--- src/rcc_queue.sv ---
// Small FIFO of convolution tasks between the front and the back.
`default_nettype none
module rcc_queue #(
  parameter int WIDTH = 8,
  parameter int DEPTH = 4,
  localparam int CNT_W = $clog2(DEPTH + 1)
) (
  input  wire logic              clk,
  input  wire logic              rst,
  input  wire logic              push,
  input  wire logic [WIDTH-1:0]  din,
  input  wire logic              pop,
  output logic      [WIDTH-1:0]  dout,
  output logic      [CNT_W-1:0]  count
);
  localparam int PTR_W = (DEPTH > 1) ? $clog2(DEPTH) : 1;

  logic [WIDTH-1:0] mem [DEPTH];
  logic [PTR_W-1:0] wr_ptr;
  logic [PTR_W-1:0] rd_ptr;

  assign dout = mem[rd_ptr];

  always_ff @(posedge clk) begin
    if (push) begin
      mem[wr_ptr] <= din;
    end
  end

  always_ff @(posedge clk) begin
    if (rst) begin
      wr_ptr <= '0;
      rd_ptr <= '0;
      count  <= '0;
    end else begin
      if (push) begin
        wr_ptr <= (wr_ptr == PTR_W'(DEPTH - 1)) ? '0 : PTR_W'(wr_ptr + 1'b1);
      end
      if (pop) begin
        rd_ptr <= (rd_ptr == PTR_W'(DEPTH - 1)) ? '0 : PTR_W'(rd_ptr + 1'b1);
      end
      if (push && !pop) begin
        count <= CNT_W'(count + 1'b1);
      end else if (pop && !push) begin
        count <= CNT_W'(count - 1'b1);
      end
    end
  end

endmodule
`default_nettype wire

--- config.mk ---
export PLATFORM = sky130hd
export DESIGN_NAME = rcc_queue
export DESIGN_NICKNAME = d
export VERILOG_FILES = /design/src/rcc_queue.sv
export SDC_FILE = /design/constraint.sdc
export NUM_CORES = 1
export LEC_CHECK = 0
export ABC_AREA = 1
export ABC_CLOCK_PERIOD_IN_PS = 1700
export BUFFER_PORTS_ARGS = -buffer_cell sky130_fd_sc_hd__buf_2
export CORE_MARGIN = 2
export CORE_UTILIZATION = 30
export CTS_CLUSTER_SIZE = 30
export DETAILED_ROUTE_END_ITERATION = 16
export PLACE_DENSITY = 0.46
export RECOVER_POWER = 25
export SLEW_MARGIN = 0
export SYNTH_ARGS = -nofsm -noshare
export SYNTH_HDL_FRONTEND = slang
export SYNTH_SLANG_ARGS = --single-unit
--- constraint.sdc ---
create_clock -name clk -period 1.7 [get_ports clk]
set_input_delay 0.17 -clock clk [delete_from_list [all_inputs] [get_ports clk]]
set_output_delay 0.17 -clock clk [all_outputs]
set_load 0.05 [all_outputs]
# Word level (Yosys, flattened, before mapping)
# Memory sizes are Yosys's and may differ from the RTL's. A register that Yosys moved wholly into a read port is not among the register bits.
# Cells that the tools add are included.
[totals] regBits=7 latchBits=0 ram_bits=32 romBits=0 input_bits=12 output_inout_bits=11 word_cells=23 memories=1
[classes] addsub=4 n_mul=0 div=0 n_lt_le_gt_ge=0 n_eq_ne=2 n_shift=0 muxes=8 bitwise=0 reduce_logical=5
[mem_list] name="mem" words=4 word_bits=8 read_ports=1 rd_ports_with_merged_regs=1 write_ports=1 line_no="18" text="logic [WIDTH-1:0] mem [DEPTH];"
[op_table] op="two-way mux 2 bit" count=4
[op_table] op="two-way mux 3 bit" count=2
[op_table] op="adder 2 x 1 -> 2 bit (second input constant)" count=2
[op_table] op="equality test 2 bit (second input constant)" count=2
[op_table] op="adder 3 x 1 -> 3 bit (second input constant)" count=1
[op_table] op="subtractor 3 x 1 -> 3 bit (second input constant)" count=1
[op_table] op="logical AND 1 bit" count=2
[op_table] op="zero test 1 bit" count=2
[op_table] op="two-way mux 1 bit" count=2
[op_table] op="nonzero test 2 bit" count=1

# Logic depth before layout (Yosys ltp)
[depth] word_depth=4 depth_mapped=10 ltp_nobuf=10

# Least setup slack after synthesis
# OpenSTA, ideal clock, no wires.
[synth_timing] path_type="register to output" start="register (tool-made name)" end="output port dout[0]" arrival_ns=1.402 required_ns=1.530 slack_ns=0.128 path_stages_with_launch=5 path_buffers=1 path_cell_list="dfxtp_1 -> inv_2 -> buf_6 -> nor2_1 -> o22ai_1"
[synth_lines] item="end: declaration" line_no="13" text="output logic [WIDTH-1:0] dout,"

==> flow_summary.html <==
<table>
<tr><th>Metric</th><th>Value</th></tr>
<tr><th colspan="2">Cells and area</th></tr>
<tr><td>Final cell utilization of the core</td><td>36.9%</td></tr>
<tr><td>Final Non-Filler Cells</td><td>233</td></tr>
<tr><td>Post-layout net count</td><td>181</td></tr>
<tr><td>Area overhead of the layout relative to synthesis</td><td>16.8%</td></tr>
<tr><td>Combined area of the multi-input logic cells</td><td>418 um2</td></tr>
<tr><td>Filler Cell Count</td><td>552</td></tr>
<tr><td>Sequential cell area in the final layout</td><td>1140 um2</td></tr>
<tr><td>Fraction of final layout cells sized beyond drive strength 1</td><td>20.2%</td></tr>
<tr><td>Diodes inserted</td><td>0</td></tr>
<tr><th colspan="2">Floorplanning</th></tr>
<tr><td>Die Footprint</td><td>6080 um2</td></tr>
<tr><td>Number of core rows</td><td>26</td></tr>
<tr><td>I/O pin cnt</td><td>23</td></tr>
<tr><td>Initial Utilization</td><td>31.5%</td></tr>
<tr><td>Height of the chip</td><td>78.0 um</td></tr>
<tr><td>Area inside the core boundary</td><td>5200 um2</td></tr>
<tr><td>Width of the die</td><td>78.0 um</td></tr>
<tr><th colspan="2">Timing</th></tr>
<tr><td>Crit path time final</td><td>1640 ps</td></tr>
<tr><td>Count of final hold-check violations</td><td>0</td></tr>
<tr><td>Highest clock rate</td><td>611 MHz</td></tr>
<tr><td>Worst relative slew slack</td><td>73.0%</td></tr>
<tr><td>Setup Viol. Count Final</td><td>0</td></tr>
<tr><td>Summed negative setup slack over all endpoints</td><td>0 ps</td></tr>
<tr><td>Unrepaired setup endpoints after global routing</td><td>yes</td></tr>
<tr><td>Final count of pins violating max slew</td><td>0</td></tr>
<tr><td>Final worst slack</td><td>64.4 ps</td></tr>
<tr><td>Worst-Margin Slew</td><td>404 ps</td></tr>
<tr><td>Post-route clock period utilization</td><td>96.2%</td></tr>
<tr><td>Clock Skew</td><td>3.29 ps</td></tr>
<tr><th colspan="2">Place</th></tr>
<tr><td>Number of port buffers</td><td>22</td></tr>
<tr><td>Total instance count after detailed placement</td><td>225</td></tr>
<tr><td>Placer congestion estimate</td><td>0.702</td></tr>
<tr><td>Pre-CTS setup slack</td><td>277 ps</td></tr>
<tr><td>Detailed-placement wirelength estimate</td><td>2.24 mm</td></tr>
<tr><th colspan="2">Job</th></tr>
<tr><td>Max_cap viols</td><td>0</td></tr>
<tr><th colspan="2">Global routing</th></tr>
<tr><td>Number of global-route vias before repair</td><td>1003</td></tr>
<tr><td>Largest net degree at the start of global routing</td><td>17</td></tr>
<tr><td>Total Routing Usage GR</td><td>11.1%</td></tr>
<tr><td>Wire length of the first global-routing pass</td><td>5.02 mm</td></tr>
<tr><td>Total global routing overflow</td><td>0</td></tr>
<tr><td>Number of antenna violations at the first check in global routing</td><td>0</td></tr>
<tr><th colspan="2">Synth</th></tr>
<tr><td>List of most frequent post-synthesis cells</td><td>32 x edfxtp_1, 22 x nor2_1, 15 x inv_1, 15 x o21ai_0, 9 x dfxtp_1</td></tr>
<tr><td>Syn Inst Count</td><td>133</td></tr>
<tr><td>Top cells by area in the synthesized netlist</td><td>edfxtp_1 59%, dfxtp_1 11%, nor2_1 5.0%</td></tr>
<tr><td>Portion of synthesized cell area occupied by the leading cell type</td><td>58.5%</td></tr>
<tr><td>Dominant cell by count in the synthesized netlist</td><td>edfxtp_1</td></tr>
<tr><td>Net count after synthesis</td><td>152</td></tr>
<tr><td>Count of warnings emitted by yosys</td><td>0</td></tr>
<tr><td>Number of enable-type register cells in the synthesized netlist</td><td>32</td></tr>
<tr><td>Sequential element share of the synthesized area</td><td>69.5%</td></tr>
<tr><td>Synth Area per Inst</td><td>12.3 um2</td></tr>
<tr><td>Unique masters post-synth</td><td>19</td></tr>
<tr><td>Flip-flop and latch count after synthesis</td><td>41</td></tr>
<tr><td>Area of the mapped netlist</td><td>1640 um2</td></tr>
<tr><td>Cell taking the most area after synthesis</td><td>edfxtp_1</td></tr>
<tr><td>Top_reg_cell synth</td><td>edfxtp_1</td></tr>
<tr><td>Asr flop ratio synth</td><td>0%</td></tr>
<tr><th colspan="2">Power</th></tr>
<tr><td>Power Density</td><td>1130 nW/um2</td></tr>
<tr><td>Leak</td><td>0.758 nW</td></tr>
<tr><td>Max IR drop VDD</td><td>0.000333 V</td></tr>
<tr><th colspan="2">Drt</th></tr>
<tr><td>Routed length on met3</td><td>146 um</td></tr>
<tr><td>First-iteration detailed-routing DRC count</td><td>79</td></tr>
<tr><td>Average routed wire per standard cell</td><td>13.2 um</td></tr>
<tr><td>First-pass detailed-route iteration total</td><td>4</td></tr>
<tr><td>Residual DRC</td><td>0</td></tr>
<tr><td>Uppermost routed layer</td><td>met4</td></tr>
<tr><td>Routed metal-1 wirelength</td><td>1.36 mm</td></tr>
<tr><td>Wire length on met2</td><td>1.53 mm</td></tr>
<tr><td>Via Count</td><td>1038</td></tr>
<tr><td>Vias/cell</td><td>4.45</td></tr>
<tr><td>Residual antenna-violating net count after detailed routing</td><td>0</td></tr>
<tr><td>Wire length after detailed routing</td><td>3.09 mm</td></tr>
<tr><th colspan="2">Critical path</th></tr>
<tr><td>Number of buffers and inverters on the critical path</td><td>2</td></tr>
<tr><td>Data arrival time at the worst-slack endpoint</td><td>1470 ps</td></tr>
<tr><td>Setup crit end kind</td><td>primary output</td></tr>
<tr><td>Critical Setup Path Class</td><td>reg2out</td></tr>
<tr><td>Crit path max-delay family</td><td>buffers and inverters</td></tr>
<tr><td>Total number of cells along the worst setup path</td><td>4</td></tr>
<tr><td>Reg2Reg Depth</td><td>3</td></tr>
<tr><td>Required time worst endpoint</td><td>1530 ps</td></tr>
<tr><td>Cell with the largest stage delay on the worst path</td><td>dfxtp_1</td></tr>
<tr><td>Crit path max fanout</td><td>16</td></tr>
<tr><td>Setup crit start kind</td><td>register</td></tr>
<tr><td>Slowest cell delay on critical path</td><td>330 ps</td></tr>
<tr><td>Critical path, cell by cell</td><td>inv_2, nor2_1, o22ai_1, buf_2</td></tr>
<tr><th colspan="2">Clocking</th></tr>
<tr><td>Clk_lat worst skew</td><td>290 ps</td></tr>
<tr><td>Maximum buffer depth of the clock tree</td><td>2</td></tr>
<tr><td>Sink Count</td><td>41</td></tr>
<tr><td>CTS Hold Bufs</td><td>0</td></tr>
<tr><td>Clock edge transition at the registers on the reported setup and hold paths</td><td>70 ps</td></tr>
<tr><td>CTS tree</td><td>yes</td></tr>
<tr><td>Total CTS buffers</td><td>5</td></tr>
<tr><td>Clk Tree Root Cell</td><td>clkbuf_8</td></tr>
<tr><td>Number of H-tree branching levels</td><td>2</td></tr>
<tr><th colspan="2">Worst hold path</th></tr>
<tr><td>Hold Path Depth</td><td>2</td></tr>
<tr><td>Min-delay worst type</td><td>in2reg</td></tr>
<tr><th colspan="2">Status</th></tr>
<tr><td>Run status</td><td>finished clean</td></tr>
</table>
==> flip-flops by register name, indices dropped and copies added (netlist names), named ones only <==
signal,flops
mem,32
count,3
rd_ptr,2
wr_ptr,2
==> stage by stage <==
step / hold slack (ps) / total power, mW / cell area, um2
final: 88.4 / 2.17 / 1920
after global routing: 88.8 / 2.29 / 1920
after CTS: 84.9 / 2.21 / 1920
after detailed placement: 394 / 1.56 / 1830
after global placement: 395 / 1.56 / 1830
after floorplan: 242 / 1.46 / 1640
==> worst register-to-register path: cells and delay by family (launching register included) <==
family | cells | cell delay (ps)
adders and majority gates | 1 | 210
and+or+nand+nor | 1 | 60
buffers and inverters | 1 | 310
DFF | 1 | 410
==> layer usage <==
layer	up-vias	global-route usage [%]
li1	522	-
met2	23	17.6
met5	-	0
met3	6	4.07
met1	487	13.5
met4	0	4.74
==> logic make-up (layout without fill, tap and decap cells) <==
logic type,after synthesis,after routing,synth area share (%)
DFF,41,41,69.5
AOI/OAI and AO/OA,30,30,10.2
buffers and inverters,18,48,5.03
adders and majority gates,7,7,5.79
xor gates and xnor gates,1,1,0.534
and+or+nand+nor,36,36,8.92
==> layout by cell type, fill, tap and decap left out <==
master and count:
o21ai_1 2, nand2_1 8, xor2_1 1, a21oi_1 3, clkbuf_1 5, nand4_1 1
inv_2 2, nor2_1 22, clkbuf_8 6, nor3_1 2, fa_1 1, o22ai_1 8
inv_1 14, o21ai_2 2, dfxtp_2 1, nand3_1 1, clkinv_2 1, buf_4 2
edfxtp_1 32, ha_1 6, buf_2 17, nor2_2 2, dfxtp_1 8, clkinv_1 1
o21ai_0 15
==> cell type report <==
class,instances,area share [%]
inverter,16,3.13
tap,70,4.57
sequential,41,59.6
multi-input combinational,74,21.8
timing repair buffer,24,6.20
clock inverter,2,0.457
clock buffer,6,4.31
==> report_power, final <==
| group | switching, mW | internal, mW | leakage [nW] | total (mW) |
|---|---|---|---|---|
| clock network | 0.315 | 0.321 | 0.0486 | 0.636 |
| logic | 0.273 | 0.0957 | 0.340 | 0.369 |
| registers | 0.0299 | 1.14 | 0.369 | 1.17 |
==> path summary, 6_finish.rpt <==
path,to,slack (ps),from
setup reg to reg,mem[3][7],370,wr_ptr[0]
setup / recovery,dout[0],60,register
hold reg to reg,count[1],530,count[1]
hold / removal,count[0],90,rst
==> repair_timing <==
item	in CTS	in global routing
setup endpoints to repair	0	8
buffers inserted	0	0
hold endpoints to repair	0	0
resized for setup	0	2
No activity file was read; power rests on OpenSTA's default activity.
